### config.mk
export PLATFORM = sky130hd
export DESIGN_NAME = clock_and_countdown_timer
export DESIGN_NICKNAME = d
export VERILOG_FILES = /design/src/rtl/cct_pkg.sv /design/src/rtl/cct_time_step.sv /design/src/rtl/cct_preset_conv.sv /design/src/rtl/clock_and_countdown_timer.sv
export SDC_FILE = /design/constraint.sdc
export NUM_CORES = 1
export LEC_CHECK = 0
export ABC_AREA = 1
export BUFFER_PORTS_ARGS = -buffer_cell sky130_fd_sc_hd__buf_4
export CAP_MARGIN = 20
export CORE_ASPECT_RATIO = 0.5
export CORE_MARGIN = 2
export CORE_UTILIZATION = 46
export DETAILED_ROUTE_END_ITERATION = 10
export GPL_ROUTABILITY_DRIVEN = 0
export GPL_TIMING_DRIVEN = 0
export MAX_ROUTING_LAYER = met4
export SLEW_MARGIN = 20
export SYNTH_ARGS = -nofsm -noshare
export SYNTH_HDL_FRONTEND = slang
export SYNTH_SLANG_ARGS = --single-unit
### constraint.sdc
create_clock -name clk_i -period 12.6 [get_ports clk_i]
set_clock_uncertainty 0.1 [all_clocks]
set_input_delay 3.78 -clock clk_i [delete_from_list [all_inputs] [get_ports clk_i]]
set_output_delay 3.78 -clock clk_i [all_outputs]
set_load 0.02 [all_outputs]
### src/rtl/cct_pkg.sv
// Shared types, command codes and digit helpers for the clock and countdown timer.
// No dependencies; every other file in this block imports it.
package cct_pkg;

  // Input commands
  typedef enum logic [1:0] {
    CmdTick      = 2'd0,
    CmdClock     = 2'd1,
    CmdCountdown = 2'd2,
    CmdHalt      = 2'd3
  } cmd_e;

  // Running mode as shown on active_mode
  typedef enum logic [1:0] {
    RunHalt      = 2'd0,
    RunClock     = 2'd1,
    RunCountdown = 2'd2
  } run_e;

  localparam logic [7:0] TicksPerSecondReset = 8'd125;
  localparam int unsigned DigitW = 4;

  // Time of day held as six decimal digits, HH:MM:SS
  typedef struct packed {
    logic [DigitW-1:0] hour_tens;
    logic [DigitW-1:0] hour_ones;
    logic [DigitW-1:0] minute_tens;
    logic [DigitW-1:0] minute_ones;
    logic [DigitW-1:0] second_tens;
    logic [DigitW-1:0] second_ones;
  } time_t;

  localparam time_t TimeZero = '{default: 4'd0};
  localparam time_t TimeLast = '{
    hour_tens: 4'd2, hour_ones: 4'd3,
    minute_tens: 4'd5, minute_ones: 4'd9,
    second_tens: 4'd5, second_ones: 4'd9
  };

  // Split a value below 60 into tens and ones digits
  function automatic logic [7:0] split_sixty(input logic [5:0] v);
    logic [2:0] tens;
    logic [5:0] ones;
    if (v >= 6'd50)      tens = 3'd5;
    else if (v >= 6'd40) tens = 3'd4;
    else if (v >= 6'd30) tens = 3'd3;
    else if (v >= 6'd20) tens = 3'd2;
    else if (v >= 6'd10) tens = 3'd1;
    else                 tens = 3'd0;
    ones = v - (6'(tens) * 6'd10);
    return {1'b0, tens, ones[3:0]};
  endfunction

endpackage

### src/rtl/cct_time_step.sv
// One-second step of a six-digit HH:MM:SS count, up with wrap at 23:59:59
// or down with wrap at 00:00:00. Depends on cct_pkg.
module cct_time_step (
  input  cct_pkg::time_t time_i,
  input  logic           down_i,
  output cct_pkg::time_t time_o
);
  import cct_pkg::*;

  logic c_s1, c_s10, c_m1, c_m10;

  always_comb begin
    time_o = time_i;
    if (!down_i) begin
      // Ripple the carry up through the digits
      c_s1  = (time_i.second_ones == 4'd9);
      c_s10 = c_s1 && (time_i.second_tens == 4'd5);
      c_m1  = c_s10 && (time_i.minute_ones == 4'd9);
      c_m10 = c_m1 && (time_i.minute_tens == 4'd5);
      time_o.second_ones = c_s1 ? 4'd0 : time_i.second_ones + 4'd1;
      if (c_s1) time_o.second_tens = c_s10 ? 4'd0 : time_i.second_tens + 4'd1;
      if (c_s10) time_o.minute_ones = c_m1 ? 4'd0 : time_i.minute_ones + 4'd1;
      if (c_m1) time_o.minute_tens = c_m10 ? 4'd0 : time_i.minute_tens + 4'd1;
      if (c_m10) begin
        if (time_i.hour_tens == 4'd2 && time_i.hour_ones == 4'd3) begin
          time_o.hour_tens = 4'd0;
          time_o.hour_ones = 4'd0;
        end else if (time_i.hour_ones == 4'd9) begin
          time_o.hour_ones = 4'd0;
          time_o.hour_tens = time_i.hour_tens + 4'd1;
        end else begin
          time_o.hour_ones = time_i.hour_ones + 4'd1;
        end
      end
    end else begin
      // Ripple the borrow; all zeros wraps to the last second of the day
      c_s1  = (time_i.second_ones == 4'd0);
      c_s10 = c_s1 && (time_i.second_tens == 4'd0);
      c_m1  = c_s10 && (time_i.minute_ones == 4'd0);
      c_m10 = c_m1 && (time_i.minute_tens == 4'd0);
      if (time_i == TimeZero) begin
        time_o = TimeLast;
      end else begin
        time_o.second_ones = c_s1 ? 4'd9 : time_i.second_ones - 4'd1;
        if (c_s1) time_o.second_tens = c_s10 ? 4'd5 : time_i.second_tens - 4'd1;
        if (c_s10) time_o.minute_ones = c_m1 ? 4'd9 : time_i.minute_ones - 4'd1;
        if (c_m1) time_o.minute_tens = c_m10 ? 4'd5 : time_i.minute_tens - 4'd1;
        if (c_m10) begin
          if (time_i.hour_ones == 4'd0) begin
            time_o.hour_ones = 4'd9;
            time_o.hour_tens = time_i.hour_tens - 4'd1;
          end else begin
            time_o.hour_ones = time_i.hour_ones - 4'd1;
          end
        end
      end
    end
  end

endmodule

### src/rtl/cct_preset_conv.sv
// Normalizes six entered digits (each 0..15) into HH:MM:SS, clamped to 23:59:59.
// Depends on cct_pkg.
module cct_preset_conv (
  input  cct_pkg::time_t entry_i,
  output cct_pkg::time_t time_o
);
  import cct_pkg::*;

  logic [7:0] sec_raw, min_raw, hour_raw;
  logic [5:0] sec_n, min_n;
  logic [1:0] sec_carry, min_carry;
  logic [7:0] sec_split, min_split;
  logic [4:0] hour_n;

  always_comb begin
    // Seconds field, up to 165: fold whole minutes into the carry
    sec_raw = 8'(entry_i.second_tens) * 8'd10 + 8'(entry_i.second_ones);
    if (sec_raw >= 8'd120) begin
      sec_carry = 2'd2;
      sec_n     = 6'(sec_raw - 8'd120);
    end else if (sec_raw >= 8'd60) begin
      sec_carry = 2'd1;
      sec_n     = 6'(sec_raw - 8'd60);
    end else begin
      sec_carry = 2'd0;
      sec_n     = sec_raw[5:0];
    end

    // Minutes field plus carry, up to 167
    min_raw = 8'(entry_i.minute_tens) * 8'd10 + 8'(entry_i.minute_ones) + 8'(sec_carry);
    if (min_raw >= 8'd120) begin
      min_carry = 2'd2;
      min_n     = 6'(min_raw - 8'd120);
    end else if (min_raw >= 8'd60) begin
      min_carry = 2'd1;
      min_n     = 6'(min_raw - 8'd60);
    end else begin
      min_carry = 2'd0;
      min_n     = min_raw[5:0];
    end

    hour_raw = 8'(entry_i.hour_tens) * 8'd10 + 8'(entry_i.hour_ones) + 8'(min_carry);
    hour_n   = hour_raw[4:0];

    sec_split = split_sixty(sec_n);
    min_split = split_sixty(min_n);

    // Clamp anything at or beyond a full day
    if (hour_raw >= 8'd24) begin
      time_o = TimeLast;
    end else begin
      time_o.second_tens = sec_split[7:4];
      time_o.second_ones = sec_split[3:0];
      time_o.minute_tens = min_split[7:4];
      time_o.minute_ones = min_split[3:0];
      if (hour_n >= 5'd20) begin
        time_o.hour_tens = 4'd2;
        time_o.hour_ones = 4'(hour_n - 5'd20);
      end else if (hour_n >= 5'd10) begin
        time_o.hour_tens = 4'd1;
        time_o.hour_ones = 4'(hour_n - 5'd10);
      end else begin
        time_o.hour_tens = 4'd0;
        time_o.hour_ones = hour_n[3:0];
      end
    end
  end

endmodule

### src/rtl/clock_and_countdown_timer.sv
// HH:MM:SS clock with countdown timer. Each transfer on the input channel is a
// command: tick, select clock, load countdown preset and start, or halt. Every
// command yields exactly one result carrying the six display digits, the running
// mode and a flag that marks a completed second. One command per cycle is taken
// unless a held result stalls; each passes one input register, then prescaler,
// digit counter and preset logic into the state and result registers. Clock and
// countdown keep separate prescalers and counts, held directly as decimal digits
// so no division is needed. ticks_per_second is set via cfg_we_i / cfg_wdata_i
// while idle, a rule for the user that the block does not enforce. Zero makes
// every tick a second. Depends on cct_pkg, cct_time_step and cct_preset_conv.
module clock_and_countdown_timer (
  input  logic                      clk_i,
  input  logic                      rst_ni,
  input  logic                      cfg_we_i,
  input  logic [7:0]                cfg_wdata_i,
  input  logic                      in_valid_i,
  output logic                      in_ready_o,
  input  logic [1:0]                mode_i,
  input  logic [cct_pkg::DigitW-1:0] preset_hour_tens_i,
  input  logic [cct_pkg::DigitW-1:0] preset_hour_ones_i,
  input  logic [cct_pkg::DigitW-1:0] preset_minute_tens_i,
  input  logic [cct_pkg::DigitW-1:0] preset_minute_ones_i,
  input  logic [cct_pkg::DigitW-1:0] preset_second_tens_i,
  input  logic [cct_pkg::DigitW-1:0] preset_second_ones_i,
  output logic                      out_valid_o,
  input  logic                      out_ready_i,
  output logic [cct_pkg::DigitW-1:0] hour_tens_o,
  output logic [cct_pkg::DigitW-1:0] hour_ones_o,
  output logic [cct_pkg::DigitW-1:0] minute_tens_o,
  output logic [cct_pkg::DigitW-1:0] minute_ones_o,
  output logic [cct_pkg::DigitW-1:0] second_tens_o,
  output logic [cct_pkg::DigitW-1:0] second_ones_o,
  output logic [1:0]                active_mode_o,
  output logic                      second_stepped_o
);
  import cct_pkg::*;

  // Input register
  logic  in_valid_q;
  cmd_e  cmd_q;
  time_t entry_q;

  // State
  logic [7:0] tps_q;
  logic [7:0] clk_pre_q, clk_pre_d;
  logic [7:0] cd_pre_q, cd_pre_d;
  time_t      clk_time_q, clk_time_d;
  time_t      cd_time_q, cd_time_d;
  run_e       run_q, run_d;
  time_t      disp_q, disp_d;

  // Result register
  logic out_valid_q;
  logic stepped_q, stepped_d;

  logic       advance, process;
  logic [8:0] pre_next;
  logic       sec_done;
  time_t      step_in, step_out, preset_time;

  assign advance    = !out_valid_q || out_ready_i;
  assign process    = in_valid_q && advance;
  assign in_ready_o = !in_valid_q || advance;

  // Step whichever count is running
  assign step_in = (run_q == RunCountdown) ? cd_time_q : clk_time_q;

  cct_time_step u_step (
    .time_i (step_in),
    .down_i (run_q == RunCountdown),
    .time_o (step_out)
  );

  cct_preset_conv u_preset (
    .entry_i (entry_q),
    .time_o  (preset_time)
  );

  // Apply one command to the state
  always_comb begin
    clk_pre_d  = clk_pre_q;
    cd_pre_d   = cd_pre_q;
    clk_time_d = clk_time_q;
    cd_time_d  = cd_time_q;
    run_d      = run_q;
    disp_d     = disp_q;
    stepped_d  = 1'b0;
    pre_next   = (run_q == RunCountdown) ? {1'b0, cd_pre_q} + 9'd1 : {1'b0, clk_pre_q} + 9'd1;
    sec_done   = (pre_next >= {1'b0, tps_q});
    case (cmd_q)
      CmdTick: begin
        if (run_q == RunClock) begin
          clk_pre_d = sec_done ? 8'd0 : pre_next[7:0];
          if (sec_done) begin
            clk_time_d = step_out;
            disp_d     = step_out;
            stepped_d  = 1'b1;
          end
        end else if (run_q == RunCountdown) begin
          cd_pre_d = sec_done ? 8'd0 : pre_next[7:0];
          if (sec_done) begin
            cd_time_d = step_out;
            disp_d    = step_out;
            stepped_d = 1'b1;
          end
        end
      end
      CmdClock: run_d = RunClock;
      CmdCountdown: begin
        cd_time_d = preset_time;
        disp_d    = preset_time;
        run_d     = RunCountdown;
      end
      CmdHalt: run_d = RunHalt;
      default: run_d = run_q;
    endcase
  end

  // Capture the input transfer
  always_ff @(posedge clk_i or negedge rst_ni) begin
    if (!rst_ni) begin
      in_valid_q <= 1'b0;
    end else if (in_ready_o) begin
      in_valid_q <= in_valid_i;
    end
  end

  always_ff @(posedge clk_i) begin
    if (in_ready_o && in_valid_i) begin
      cmd_q                <= cmd_e'(mode_i);
      entry_q.hour_tens    <= preset_hour_tens_i;
      entry_q.hour_ones    <= preset_hour_ones_i;
      entry_q.minute_tens  <= preset_minute_tens_i;
      entry_q.minute_ones  <= preset_minute_ones_i;
      entry_q.second_tens  <= preset_second_tens_i;
      entry_q.second_ones  <= preset_second_ones_i;
    end
  end

  // Configuration register
  always_ff @(posedge clk_i or negedge rst_ni) begin
    if (!rst_ni) begin
      tps_q <= TicksPerSecondReset;
    end else if (cfg_we_i) begin
      tps_q <= cfg_wdata_i;
    end
  end

  // Update state and result together
  always_ff @(posedge clk_i or negedge rst_ni) begin
    if (!rst_ni) begin
      clk_pre_q   <= 8'd0;
      cd_pre_q    <= 8'd0;
      clk_time_q  <= TimeZero;
      cd_time_q   <= TimeZero;
      run_q       <= RunHalt;
      disp_q      <= TimeZero;
      stepped_q   <= 1'b0;
      out_valid_q <= 1'b0;
    end else if (advance) begin
      out_valid_q <= in_valid_q;
      if (process) begin
        clk_pre_q  <= clk_pre_d;
        cd_pre_q   <= cd_pre_d;
        clk_time_q <= clk_time_d;
        cd_time_q  <= cd_time_d;
        run_q      <= run_d;
        disp_q     <= disp_d;
        stepped_q  <= stepped_d;
      end
    end
  end

  assign out_valid_o      = out_valid_q;
  assign hour_tens_o      = disp_q.hour_tens;
  assign hour_ones_o      = disp_q.hour_ones;
  assign minute_tens_o    = disp_q.minute_tens;
  assign minute_ones_o    = disp_q.minute_ones;
  assign second_tens_o    = disp_q.second_tens;
  assign second_ones_o    = disp_q.second_ones;
  assign active_mode_o    = run_q;
  assign second_stepped_o = stepped_q;

  // A completed second only happens in a running mode
  a_step_needs_run: assert property (@(posedge clk_i) disable iff (!rst_ni)
    out_valid_o && second_stepped_o |-> active_mode_o != RunHalt)
    else $error("second stepped while halted");

  // Input stalls only behind a held result
  a_stall_cause: assert property (@(posedge clk_i) disable iff (!rst_ni)
    !in_ready_o |-> out_valid_o && !out_ready_i)
    else $error("input stalled without a held result");

  // Clock count stays within one day
  a_clock_range: assert property (@(posedge clk_i) disable iff (!rst_ni)
    clk_time_q.hour_tens < 4'd2 || (clk_time_q.hour_tens == 4'd2 && clk_time_q.hour_ones <= 4'd3))
    else $error("clock count beyond 23:59:59");

  // Displayed hours never exceed 23
  a_disp_range: assert property (@(posedge clk_i) disable iff (!rst_ni)
    disp_q.hour_tens < 4'd2 || (disp_q.hour_tens == 4'd2 && disp_q.hour_ones <= 4'd3))
    else $error("display beyond 23:59:59");

endmodule
==> impl_metrics.csv <==
group,metric,value,unit
global_route,grt_overflow,0,
sta,relSlewSlack,36.5,%
flow_run,cap_violations,0,
critical_path,crit_arrival,4.28,ns
clock_tree,cts_resized,0,
route,wire_per_inst,14.7,µm
place,place_ws,4.43,ns
synthesis,ys_async_sr_fraction,79.5,%
power,p_per_area,234,nW/µm²
sta,rsz0062_at_grt,"no",
sta,max_freq,0.123,GHz
sta,finalWorstSetupSlack,4.44,ns
route,via_per_inst,5.16,
cells_and_area,area_delta_synth_final,16.0,%
cells_and_area,antenna_cells,0,
global_route,grt_pass1_vias,7566,
critical_path,cp.required,8.72,ns
power,p_sw,1.14,mW
synthesis,synth_nets,1309,
sta,tightestPinTransition,0.952,ns
power,p_comb_share,53.5,%
route,drtIter0Drc,618,
clock_tree,numCtsBuffers,17,
synthesis,syn_avg_cell_area,7.62,µm²
floorplan,rows,36,
critical_path,critPathKind,"in -> out",
power,peakVddDrop,0.000106,V
power,p_int,1.34,mW
route,routed_wl,22900,µm
critical_path,cpMostUsedCell,"buf_4",
route,drcViolationCount,0,
power,switching_share,46.0,%
cells_and_area,drive_above_1_share,14.4,%
sta,slew_violations,0,
synthesis,synth_seq_cells,127,
global_route,grt_first_pass_wirelength,37600,µm
floorplan,die_height,103,µm
clock_tree,cts_buffer_depth,2,
power,p_clk_share,20.6,%
cells_and_area,final_cell_mix,"nand2_1 (360), inv_1 (164), dfrtp_1 (95)",
floorplan,core,19400,µm²
clock_tree,clk-insertion-delay-late,0.42,ns
critical_path,cp-start-kind,"primary input",
floorplan,start_util,46.9,%
critical_path,end_kind,"output pin",
place,dp_hpwl,17500,µm
global_route,grt_usage,23.6,%
route,num_vias,8051,
power,p_seq_share,25.9,%
synthesis,yosysUniqueCellTypes,52,
floorplan,dieArea,21000,µm²
critical_path,cp_max_fo,3,
clock_tree,cts_root_buf,"clkbuf_16",
critical_path,critPathSlowestCell,"buf_4",
hold_path,hold_path.class,"reg -> reg",
clock_tree,cts_tree,"done",
clock_tree,clk_pin_slew_worst_paths,0.06,ns
place,port_buffers,67,
floorplan,io_pins,68,
sta,setup_viol,0,
synthesis,synth_area,9100,µm²
cells_and_area,nNetsFinal,1396,
power,leakage,5.53,nW
route,ant_nets,0,
clock_tree,cts_sinks,127,
clock_tree,ctsHtreeMaxLevel,4,
sta,final_hold_viol_count,0,
clock_tree,cts_hold_buffers,0,
synthesis,synth_cells,1195,
cells_and_area,final_common_cell,"nand2_1",
floorplan,chipWidth,203,µm
sta,min_period,8.16,ns
sta,finalSetupTns,0,ns
synthesis,synth_ff_type,"dfrtp_1",
synthesis,synth_edf_count,26,
clock_tree,post_cts_buffers,0,
critical_path,cp_cell_sequence,"buf_4 > nor2_1 > nand2_1 > buf_4",
global_route,grt_max_degree,102,
global_route,antenna_found_initial,0,
sta,period_share,64.7,%
synthesis,yosys_warnings,0,
synthesis,yosysSeqAreaShare,36.4,%
critical_path,critPathMaxStageDelay,0.17,ns
status,outcome,"finished, final reports clean",
route,dr.pass1.iters,5,
==> power by group through the flow <==
stage | Sequential (mW) | Combinational, mW | Clock (mW)
finish | 0.640 | 1.32 | 0.510
global route | 0.656 | 1.50 | 0.538
CTS | 0.641 | 1.31 | 0.519
floorplan | 0.669 | 0.919 | 0
global placement | 0.643 | 1.28 | 0
detailed placement | 0.647 | 1.31 | 0
==> Yosys cell counts, drive strengths merged (2+ instances only) <==
master    n  area share (%)
a21boi    2            0.16
xor2     26             2.5
o21ai   130             8.1
nand3    75             4.3
nand2   368              16
edfxtp   26             8.6
fa       10             2.2
a31oi     4            0.27
a32o      3            0.33
dfstp     6             1.7
o211ai    5            0.41
nand3b    4            0.33
a21oi    26             1.6
xnor2     4            0.38
nor2     72             3.8
buf      18             1.4
o22ai    13            0.89
clkbuf   12            0.49
or2      10            0.69
mux2      9             1.1
ha       65             8.9
inv     172             7.1
nand4    19             1.6
clkinv    2           0.096
nor3     12            0.66
dfrtp    95              26
==> per-stage QoR <==
| step | hold slack (ns) | util [%] | std cells | total power, mW | area, µm² |
|---|---|---|---|---|---|
| 6_report | 0.382 | 54.4 | 1561 | 2.47 | 10600 |
| 5_1_grt | 0.403 | 54.4 | 1561 | 2.69 | 10600 |
| 4_1_cts | 0.382 | 54.3 | 1560 | 2.47 | 10500 |
| 3_5_place_dp | 0.367 | 51.2 | 1528 | 1.95 | 9940 |
| 3_3_place_gp | 0.359 | 51.2 | 1528 | 1.92 | 9940 |
| 2_1_floorplan | 0.334 | - | 1195 | 1.59 | 9100 |
==> cell families (layout without fill, tap and decap cells) <==
family | count (synthesis) | count (layout) | share of synthesized area, %
AO/OA/AOI/OAI | 188 | 188 | 12.3
XOR/XNOR | 30 | 30 | 2.89
adder cells (fa/ha/maj) | 75 | 75 | 11.1
buffers and inverters | 204 | 304 | 9.07
flip-flops | 127 | 127 | 36.4
multiplexers | 9 | 9 | 1.11
AND/OR/NAND/NOR | 562 | 562 | 27.1
==> worst max-delay path, delay by kind of cell <==
family	cells	cell delay, ns
AND/OR/NAND/NOR	2	0.22
buffers and inverters	2	0.28
==> state kept, by name, indices dropped and copies added, names as in the netlist, 8 cells and up <==
name	cells
cd_time_q	24
clk_time_q	24
entry_q	24
cd_pre_q	8
clk_pre_q	8
tps_q	8
==> worst paths after layout <==
path                          startpoint          endpoint  slack, ns  cells past startpoint
setup / recovery             out_ready_i        in_ready_o       4.44                      4
hold / removal             clk_time_q[4]     clk_time_q[4]       0.38                      2
setup reg to reg              entry_q[5]  second_tens_o[2]       4.60                     37
hold reg to reg            clk_time_q[4]     clk_time_q[4]       0.38                      2
max in group asynchronous         rst_ni    clk_time_q[11]       8.39                      1
min in group asynchronous         rst_ni          tps_q[1]       3.35                      1
==> cell type report <==
class,count,area [µm²]
multi-input cells,864,4960
repair buffers,68,522
inverters,174,654
well taps,266,333
flip-flops and latches,127,3320
clock buffers,21,470
fillers,1846,8860
plain buffers,30,171
clock inverters,11,129
==> layer usage <==
layer	part of all wire (%)	track usage (%)
met4	0.92	4.77
met5	0	-
met3	6.8	5.39
met2	44	36.8
met1	48	31.8
Power figures use the tool's default switching activity.
